==> config.mk <==
export PLATFORM = sky130hd
export DESIGN_NAME = bgr_to_hsv_pixel_converter_unit
export DESIGN_NICKNAME = d
export VERILOG_FILES = /design/src/bgr2hsv_pkg.sv /design/src/bgr_to_hsv_pixel_converter_unit.sv
export SDC_FILE = /design/constraint.sdc
export NUM_CORES = 1
export LEC_CHECK = 0
export BUFFER_PORTS_ARGS = -buffer_cell sky130_fd_sc_hd__buf_4
export CAP_MARGIN = 40
export CORE_MARGIN = 3
export CORE_UTILIZATION = 64
export DETAILED_ROUTE_END_ITERATION = 7
export HOLD_SLACK_MARGIN = 0.12
export PLACE_DENSITY = 0.85
export RECOVER_POWER = 100
export SLEW_MARGIN = 25
export SYNTH_ARGS = -nofsm -noshare
export SYNTH_HDL_FRONTEND = slang
export SYNTH_SLANG_ARGS = --single-unit
==> constraint.sdc <==
create_clock -name i_clk -period 7 [get_ports i_clk]
set_input_delay 1.05 -clock i_clk [delete_from_list [all_inputs] [get_ports i_clk]]
set_output_delay 1.05 -clock i_clk [all_outputs]
set_load 0.1 [all_outputs]
==> src/bgr2hsv_pkg.sv <==
// ============================================================================
// bgr2hsv_pkg
// Types, constants and helper functions shared by the BGR to HSV converter.
// ============================================================================
`default_nettype none

package bgr2hsv_pkg;

    // Channel and arithmetic widths.
    localparam int CHAN_W             = 8;
    localparam int NUM_W              = 2 * CHAN_W;
    localparam int DIFF_W             = CHAN_W + 1;
    localparam int PROD_DIFF_W        = 15;
    localparam int PROD_BASE_W        = NUM_W + 1;

    // Divider pipeline: quotient bits resolved per stage and stage count.
    localparam int DIV_BITS_PER_STAGE = 2;
    localparam int DIV_STAGES         = CHAN_W / DIV_BITS_PER_STAGE;

    // Hue constants in two-degree units.
    localparam logic [CHAN_W-1:0] HUE_HALF_SECTOR = 8'd30;
    localparam logic [CHAN_W-1:0] HUE_GREEN_BASE  = 8'd60;
    localparam logic [CHAN_W-1:0] HUE_BLUE_BASE   = 8'd120;
    localparam logic [CHAN_W-1:0] HUE_WRAP        = 8'd180;
    localparam logic [CHAN_W-1:0] FULL_SCALE      = 8'd255;

    // Input and output payloads.
    typedef struct packed {
        logic [CHAN_W-1:0] blue;
        logic [CHAN_W-1:0] green;
        logic [CHAN_W-1:0] red;
    } t_pixel;

    typedef struct packed {
        logic [CHAN_W-1:0] hue;
        logic [CHAN_W-1:0] saturation;
        logic [CHAN_W-1:0] brightness;
    } t_hsv;

    // Hue sector selected by the channel that holds the maximum.
    typedef enum logic [1:0] {
        SECT_RED,
        SECT_RED_WRAP,
        SECT_GREEN,
        SECT_BLUE
    } t_sector;

    // Front stage: extrema, sector and signed channel difference.
    typedef struct packed {
        logic                     valid;
        logic [CHAN_W-1:0]        mx;
        logic [CHAN_W-1:0]        d;
        t_sector                  sector;
        logic signed [DIFF_W-1:0] diff;
    } t_front;

    // One slot of the divider pipeline; both divisions travel together.
    typedef struct packed {
        logic              valid;
        logic [NUM_W-1:0]  hrem;
        logic [NUM_W-1:0]  srem;
        logic [CHAN_W-1:0] hq;
        logic [CHAN_W-1:0] sq;
        logic [CHAN_W-1:0] d;
        logic [CHAN_W-1:0] mx;
    } t_div_slot;

    // Result of one restoring division step.
    typedef struct packed {
        logic [NUM_W-1:0] rem;
        logic             qbit;
    } t_div_step;

    // Base hue of a sector.
    function automatic logic [CHAN_W-1:0] sector_base(input t_sector sec);
        logic [CHAN_W-1:0] base;
        unique case (sec)
            SECT_RED:      base = '0;
            SECT_RED_WRAP: base = HUE_WRAP;
            SECT_GREEN:    base = HUE_GREEN_BASE;
            SECT_BLUE:     base = HUE_BLUE_BASE;
            default:       base = '0;
        endcase
        return base;
    endfunction

    // One restoring step: try to subtract the divisor shifted by pos.
    function automatic t_div_step div_step(
        input logic [NUM_W-1:0]  rem,
        input logic [CHAN_W-1:0] den,
        input logic [2:0]        pos
    );
        t_div_step        res;
        logic [NUM_W-1:0] dsh;
        dsh = NUM_W'(den) << pos;
        if (rem >= dsh) begin
            res.rem  = rem - dsh;
            res.qbit = 1'b1;
        end else begin
            res.rem  = rem;
            res.qbit = 1'b0;
        end
        return res;
    endfunction

endpackage

`default_nettype wire

==> src/bgr_to_hsv_pixel_converter_unit.sv <==
// ============================================================================
// bgr_to_hsv_pixel_converter_unit
// Converts one 8-bit BGR pixel per clock into its 8-bit HSV form.
//
// Usage: a transaction enters when i_start is high and o_busy is low; o_busy
// is always low, so a pixel can be offered on every clock. Each result
// appears on o_hsv for exactly one cycle with o_valid high, after the pixel
// has passed every register stage, in the order the pixels came in. Throughput
// is one pixel per cycle. The pipeline has six register stages: extrema and
// sector, constant-multiply numerators, then four divider stages that each
// resolve two quotient bits of both the hue and the saturation division.
// The receiver cannot stall: it must take each result in its cycle.
// A synchronous reset clears all valid bits, dropping pixels in flight;
// data registers are not reset.
// Gray pixels give hue 0 and black pixels give saturation 0.
// ============================================================================
`default_nettype none

module bgr_to_hsv_pixel_converter_unit
    import bgr2hsv_pkg::*;
(
    input  wire logic   i_clk,
    input  wire logic   i_rst_n,
    input  wire logic   i_start,
    input  wire t_pixel i_pixel,
    output logic        o_busy,
    output logic        o_valid,
    output t_hsv        o_hsv
);

    t_front    r_front, n_front;
    t_div_slot n_numer;
    t_div_slot r_slot [0:DIV_STAGES];
    t_div_slot n_slot [0:DIV_STAGES];

    // The pipeline never holds off a transaction.
    assign o_busy = 1'b0;

    // Stage 1: maximum, minimum, delta and hue sector.
    always_comb begin
        logic [CHAN_W-1:0] mx;
        logic [CHAN_W-1:0] mn;
        mx = i_pixel.blue;
        mn = i_pixel.blue;
        if (i_pixel.green > mx) mx = i_pixel.green;
        if (i_pixel.red > mx)   mx = i_pixel.red;
        if (i_pixel.green < mn) mn = i_pixel.green;
        if (i_pixel.red < mn)   mn = i_pixel.red;

        n_front.valid = i_start & ~o_busy;
        n_front.mx    = mx;
        n_front.d     = mx - mn;

        // Red wins ties, then green over blue.
        priority if (mx == i_pixel.red) begin
            n_front.sector = (i_pixel.green >= i_pixel.blue) ? SECT_RED : SECT_RED_WRAP;
            n_front.diff   = $signed({1'b0, i_pixel.green}) - $signed({1'b0, i_pixel.blue});
        end else if (mx == i_pixel.green) begin
            n_front.sector = SECT_GREEN;
            n_front.diff   = $signed({1'b0, i_pixel.blue}) - $signed({1'b0, i_pixel.red});
        end else begin
            n_front.sector = SECT_BLUE;
            n_front.diff   = $signed({1'b0, i_pixel.red}) - $signed({1'b0, i_pixel.green});
        end
    end

    // Stage 2: hue and saturation numerators by constant multiplication.
    always_comb begin
        logic [PROD_BASE_W-1:0]        prod_base;
        logic signed [PROD_DIFF_W-1:0] prod_diff;
        logic signed [PROD_BASE_W:0]   hsum;
        prod_base = PROD_BASE_W'(sector_base(r_front.sector)) * PROD_BASE_W'(r_front.d);
        prod_diff = PROD_DIFF_W'(r_front.diff) * $signed({1'b0, HUE_HALF_SECTOR});
        hsum      = $signed({1'b0, prod_base}) + (PROD_BASE_W + 1)'(prod_diff);

        n_numer.valid = r_front.valid;
        n_numer.hrem  = hsum[NUM_W-1:0];
        n_numer.srem  = NUM_W'(FULL_SCALE) * NUM_W'(r_front.d);
        n_numer.hq    = '0;
        n_numer.sq    = '0;
        n_numer.d     = r_front.d;
        n_numer.mx    = r_front.mx;
    end

    // Divider stages: each resolves two quotient bits, most significant first.
    always_comb begin
        t_div_step hs;
        t_div_step ss;
        n_slot[0] = n_numer;
        for (int k = 0; k < DIV_STAGES; k++) begin
            n_slot[k+1] = r_slot[k];
            for (int j = 0; j < DIV_BITS_PER_STAGE; j++) begin
                hs = div_step(n_slot[k+1].hrem, r_slot[k].d,
                              3'(CHAN_W - 1 - DIV_BITS_PER_STAGE * k - j));
                ss = div_step(n_slot[k+1].srem, r_slot[k].mx,
                              3'(CHAN_W - 1 - DIV_BITS_PER_STAGE * k - j));
                n_slot[k+1].hrem = hs.rem;
                n_slot[k+1].srem = ss.rem;
                n_slot[k+1].hq   = {n_slot[k+1].hq[CHAN_W-2:0], hs.qbit};
                n_slot[k+1].sq   = {n_slot[k+1].sq[CHAN_W-2:0], ss.qbit};
            end
        end
    end

    // Pipeline registers: valid bits are cleared by reset, data loads every cycle.
    always_ff @(posedge i_clk) begin
        if (!i_rst_n) begin
            r_front.valid <= 1'b0;
            for (int k = 0; k <= DIV_STAGES; k++) begin
                r_slot[k].valid <= 1'b0;
            end
        end else begin
            r_front.valid <= n_front.valid;
            for (int k = 0; k <= DIV_STAGES; k++) begin
                r_slot[k].valid <= n_slot[k].valid;
            end
        end
        r_front.mx     <= n_front.mx;
        r_front.d      <= n_front.d;
        r_front.sector <= n_front.sector;
        r_front.diff   <= n_front.diff;
        for (int k = 0; k <= DIV_STAGES; k++) begin
            r_slot[k].hrem <= n_slot[k].hrem;
            r_slot[k].srem <= n_slot[k].srem;
            r_slot[k].hq   <= n_slot[k].hq;
            r_slot[k].sq   <= n_slot[k].sq;
            r_slot[k].d    <= n_slot[k].d;
            r_slot[k].mx   <= n_slot[k].mx;
        end
    end

    // Output: gray and black pixels override the division by zero.
    assign o_valid          = r_slot[DIV_STAGES].valid;
    assign o_hsv.hue        = (r_slot[DIV_STAGES].d == '0) ? '0 : r_slot[DIV_STAGES].hq;
    assign o_hsv.saturation = (r_slot[DIV_STAGES].mx == '0) ? '0 : r_slot[DIV_STAGES].sq;
    assign o_hsv.brightness = r_slot[DIV_STAGES].mx;

`ifndef NO_ASSERTIONS
    // A result only follows an accepted transaction, one pipeline depth earlier.
    a_latency: assert property (@(posedge i_clk)
        o_valid |-> $past(i_start, DIV_STAGES + 2))
        else $error("result without a matching transaction");

    // Hue stays inside its two-degree range.
    a_hue_range: assert property (@(posedge i_clk) disable iff (!i_rst_n)
        o_valid |-> (o_hsv.hue < HUE_WRAP))
        else $error("hue out of range");

    // The hue division leaves a remainder below the divisor.
    a_hue_rem: assert property (@(posedge i_clk) disable iff (!i_rst_n)
        (r_slot[DIV_STAGES].valid && (r_slot[DIV_STAGES].d != '0)) |->
        (r_slot[DIV_STAGES].hrem < NUM_W'(r_slot[DIV_STAGES].d)))
        else $error("hue division remainder too large");

    // The saturation division leaves a remainder below the divisor.
    a_sat_rem: assert property (@(posedge i_clk) disable iff (!i_rst_n)
        (r_slot[DIV_STAGES].valid && (r_slot[DIV_STAGES].mx != '0)) |->
        (r_slot[DIV_STAGES].srem < NUM_W'(r_slot[DIV_STAGES].mx)))
        else $error("saturation division remainder too large");

    // A black pixel has neither hue nor saturation.
    a_black: assert property (@(posedge i_clk) disable iff (!i_rst_n)
        (o_valid && (o_hsv.brightness == '0)) |->
        ((o_hsv.saturation == '0) && (o_hsv.hue == '0)))
        else $error("black pixel with hue or saturation");
`endif

endmodule

`default_nettype wire

==> Word-level counts from Yosys, hierarchy flattened <==
Memory sizes are Yosys's and may differ from the RTL's.
Cells that the tools add are included.
{ "totals": {"n_memories": 1, "elab_cells": 97, "reg_bits": 28, "inputBits": 27, "output_inout_bits": 26, "ram_bits": 325} }
{ "op_classes": {"bitwise_logic": 5, "mux": 33, "add_sub_neg": 21, "order_cmp": 21, "eq_ne": 5, "n_mul": 3, "n_reduce_logical": 3} }
{ "memory_table": {"columns": ["name", "words", "word_bits", "rd", "rd_clocked_by_memory_dff", "wr", "line_no", "rtl"], "rows": [
  ["r_slot", 5, 65, 5, 0, 5, "bgr_to_hsv_pixel_converter_unit.sv:33", "t_div_slot r_slot [0:DIV_STAGES];"]
]} }
{ "ops": {"columns": ["operator", "n"], "rows": [
  ["17-bit 2-to-1 mux", 16],
  ["8-bit 2-to-1 mux", 6],
  ["16-bit by 10-bit >= comparator with 1-bit output", 2],
  ["16-bit by 11-bit >= comparator with 1-bit output", 2],
  ["16-bit by 12-bit >= comparator with 1-bit output", 2],
  ["16-bit by 13-bit >= comparator with 1-bit output", 2],
  ["16-bit by 14-bit >= comparator with 1-bit output", 2],
  ["16-bit by 15-bit >= comparator with 1-bit output", 2],
  ["16-bit by 8-bit >= comparator with 1-bit output", 2],
  ["16-bit by 9-bit >= comparator with 1-bit output", 2],
  ["8-bit case mux with 4 select lines", 1],
  ["16-bit by 10-bit subtractor with 16-bit output", 2],
  ["16-bit by 11-bit subtractor with 16-bit output", 2],
  ["16-bit by 12-bit subtractor with 16-bit output", 2],
  ["16-bit by 13-bit subtractor with 16-bit output", 2],
  ["16-bit by 14-bit subtractor with 16-bit output", 2],
  ["16-bit by 15-bit subtractor with 16-bit output", 2],
  ["16-bit by 8-bit subtractor with 16-bit output", 2],
  ["16-bit by 9-bit subtractor with 16-bit output", 2],
  ["8-bit by 8-bit subtractor with 9-bit output", 3],
  ["16-bit by 15-bit adder with 16-bit output", 1],
  ["8-bit equality test", 2],
  ["8-bit > comparator", 2],
  ["8-bit logical NOT", 2],
  ["13 further kinds", 26]
]} }

==> Longest topological paths before layout <==
{ "logic_depth": {"ltp_word": 7, "depth_mapped": 28, "depth_no_buf": 28} }

==> Worst setup path after synthesis <==
No wires, ideal clock.
{ "synth_timing": {"path_type": "input to register", "from": "input port i_pixel[23] in the netlist's numbering", "to": "register r_front, in the netlist n_numer[15]", "arrival_ns": 6.010, "setup_time_ns": 0.121, "required_time_ns": 6.879, "setup_slack_ns": 0.869, "stages": 26, "n_path_buf": 4, "path_cell_list": "inv_1 ha_1 and3_1 clkbuf_1 a21bo_2 a22oi_2 clkbuf_1 mux2i_1 ha_1 o211ai_1 a21oi_1 o22ai_1 clkbuf_1 clkbuf_1 mux2_2 inv_1 ha_1 nor2b_1 o21ai_0 a21boi_0 o21ai_0 nand2b_1 a21o_1 a21oi_1 xnor2_1 xnor2_1"} }
{ "synth_lines": {"columns": ["item", "line_no", "rtl"], "rows": [
  ["start: declaration", "bgr_to_hsv_pixel_converter_unit.sv:25", "input wire t_pixel i_pixel,"],
  ["end: declaration", "bgr_to_hsv_pixel_converter_unit.sv:31", "t_front r_front, n_front;"]
]} }

==> impl_metrics.ini <==
[yosys]
synth-async-reset-ratio_pct = 0
yosys-top-cells-count = inv_1, dfxtp_1, ha_1, a21oi_1, nor2_1
synth_area_leaders = dfxtp_1, ha_1, fa_1
seq_area_frac_synth_pct = 27.2
netlist_instances = 2233
yosysMostFrequentCell = inv_1
yosysTopAreaCell = dfxtp_1
avgSynthCellArea_um2 = 8.99
yosysWarnings = 0
synthFlopType = dfxtp_1
synth_area_mm2 = 0.0201
synth_cell_type_count = 74
syn_nets = 2619
ys_ff_latch = 273
yosys.area.top_type_share_pct = 27.2
synth_edf_count = 0

[worst_setup_path]
cp.depth = 25
r2r_cells = 25
cp.required_ns = 7.41
path_class = register to register
crit_path_end = r_slot[0][63]$_DFF_P_
startpoint = r_front[1]$_DFF_P_
critPathBufInv = 2
setup.worst_path.end_class = register
critical_path.most_common_cell = ha_1
cpPeakStageDelay_ns = 0.56
reg2reg_to = r_slot[0][63]$_DFF_P_
crit_fanout = 3
reg2reg_slack_ns = 0.38
slowest_stage = fa_1
r2r_start = r_front[1]$_DFF_P_
cp.arrival_ns = 7.03
crit_family = adder cells
crit_path_start_kind = register

[finish]
nFillCells = 2292
fin_nets = 2679
num_antenna_cells = 0
final_layout_size_suffix_gt1_share_pct = 6.09
syn_to_final_growth_pct = 8.51
fin_cells = 2713

[routing]
wl_met1_mm = 17.1
first_pass_iters = 8
wl_per_cell_um = 15.8
postRouteAntennaNets = 0
wl_mm = 42.7
drt_iter0_markers = 737
drc = 17
routed.top_layer = met4
viasPerCell = 5.78
met3_length_mm = 1.66
vias = 15700
wl_met2_mm = 22.1

[placed_design]
dpl.cell_count = 2654
hpwl_mm = 33.8
port_buffers = 51
gp_congestion = 0.919

[cts]
clockBufferDepth = 3
cts_setup_buffers = 0
cts_made_buffers = 30
clkLatencyLatePin_ns = 0.56
clock_sinks = 273
post_cts_resized = 0
holdBufCountCts = 0
cts_tree = done
root_buffer = clkbuf_16
htreeDepth = 1
clk_pin_slew_ns = 0.07

[timing]
finalHoldViolCount = 0
max_slew_margin_pct = 21.9
fin_skew_ns = 0.0185
setup_viol = 0
whs_ns = 0.320
fin_setup_tns_ns = 0
tightestPinTransition_ns = 1.18
rsz0062_at_grt = no
post-route-period-util_pct = 94.5
slew_violations = 0
min_period_ns = 6.62
clock.fmax_ghz = 0.151

[grt]
grt_pass1_wl_mm = 73.4
grt_use_total_pct = 25.7
antenna_found_initial = 0
grt_max_degree = 20
grt-ovfl-total = 0
grt_pass1_vias = 16500

[floorplanning]
die_w_um = 183
num_io_pins = 53
rows = 64
die_area_mm2 = 0.0335
chipHeight_um = 183
core_area_mm2 = 0.0307
start_util_pct = 65.3

[min_path]
hp-start = r_slot[3][21]$_DFF_P_
holdCritPathClass = register to register

[outcome]
failed_checks = DRC
status = finished, violations left

[flow_run]
cap_violations = 0
stage by stage:
stage | util [%] | cell area [um2] | setup slack, ns
after global routing | 70.8 | 21800 | 0.0455
after detailed placement | 67.8 | 20800 | 0.373
after CTS | 71.2 | 21900 | 0.328
after global placement | 67.8 | 20800 | 0.691
after floorplan | - | 20100 | 0.869
final | 70.8 | 21800 | 0.382
cell families after synthesis:
group	Yosys count	synth area share, %
adder cells (fa/ha/maj)	359	25.7
XOR/XNOR	156	6.81
AO/OA/AOI/OAI	476	14.9
multiplexers	84	4.56
other	1	0.0187
flip-flops	273	27.2
buffers and inverters	333	6.49
AND/OR/NAND/NOR	551	14.3
cell usage in the layout (no fill, tap or decap), drive strengths merged, types with 23 or more instances in the layout:
master and count:
ha 270, a21oi 145, clkbuf 63, nand2 106, nor3 24, buf 37
nand2b 43, mux2i 40, and2 55, nand4 31, nor2 136, fa 89
inv 300, o21a 29, xor2 48, o21ai 127, a21boi 23, mux2 43
nor2b 48, a21o 51, xnor2 108, dfxtp 273
sequential cells by signal, summed over array words and instances, names as in the netlist:
register and cells:
r_front 11, r_slot 245, n_numer 17
layer usage:
layer | up-vias | global-route usage (%)
met1 | 7389 | 28.9
li1 | 7775 | -
met4 | 0 | 11.0
met2 | 376 | 48.8
met3 | 140 | 2.98
met5 | - | 0
final cells by class:
| type | instances | area, um2 | share of cell area, % |
|---|---|---|---|
| Multi-Input combinational cell | 1627 | 13300 | 61.0 |
| Sequential cell | 273 | 5470 | 25.1 |
| Inverter | 298 | 1120 | 5.14 |
| Clock buffer | 37 | 828 | 3.80 |
| Tap cell | 396 | 495 | 2.28 |
| Timing Repair Buffer | 63 | 375 | 1.72 |
| Clock inverter | 19 | 220 | 1.01 |
how the worst min path moves through the flow:
stage | endpoint | depth (start not counted)
2_1_floorplan | r_slot[0][0]$_DFF_P_ | 0
3_3_place_gp | r_slot[3][20]$_DFF_P_ | 0
3_5_place_dp | r_slot[4][18]$_DFF_P_ | 0
4_1_cts | r_slot[4][23]$_DFF_P_ | 0
5_1_grt | r_slot[4][31]$_DFF_P_ | 0
6_report | r_slot[4][23]$_DFF_P_ | 0
Power is not shown: default switching activity piles up to over one toggle a cycle in this logic, so the estimate is an artifact.
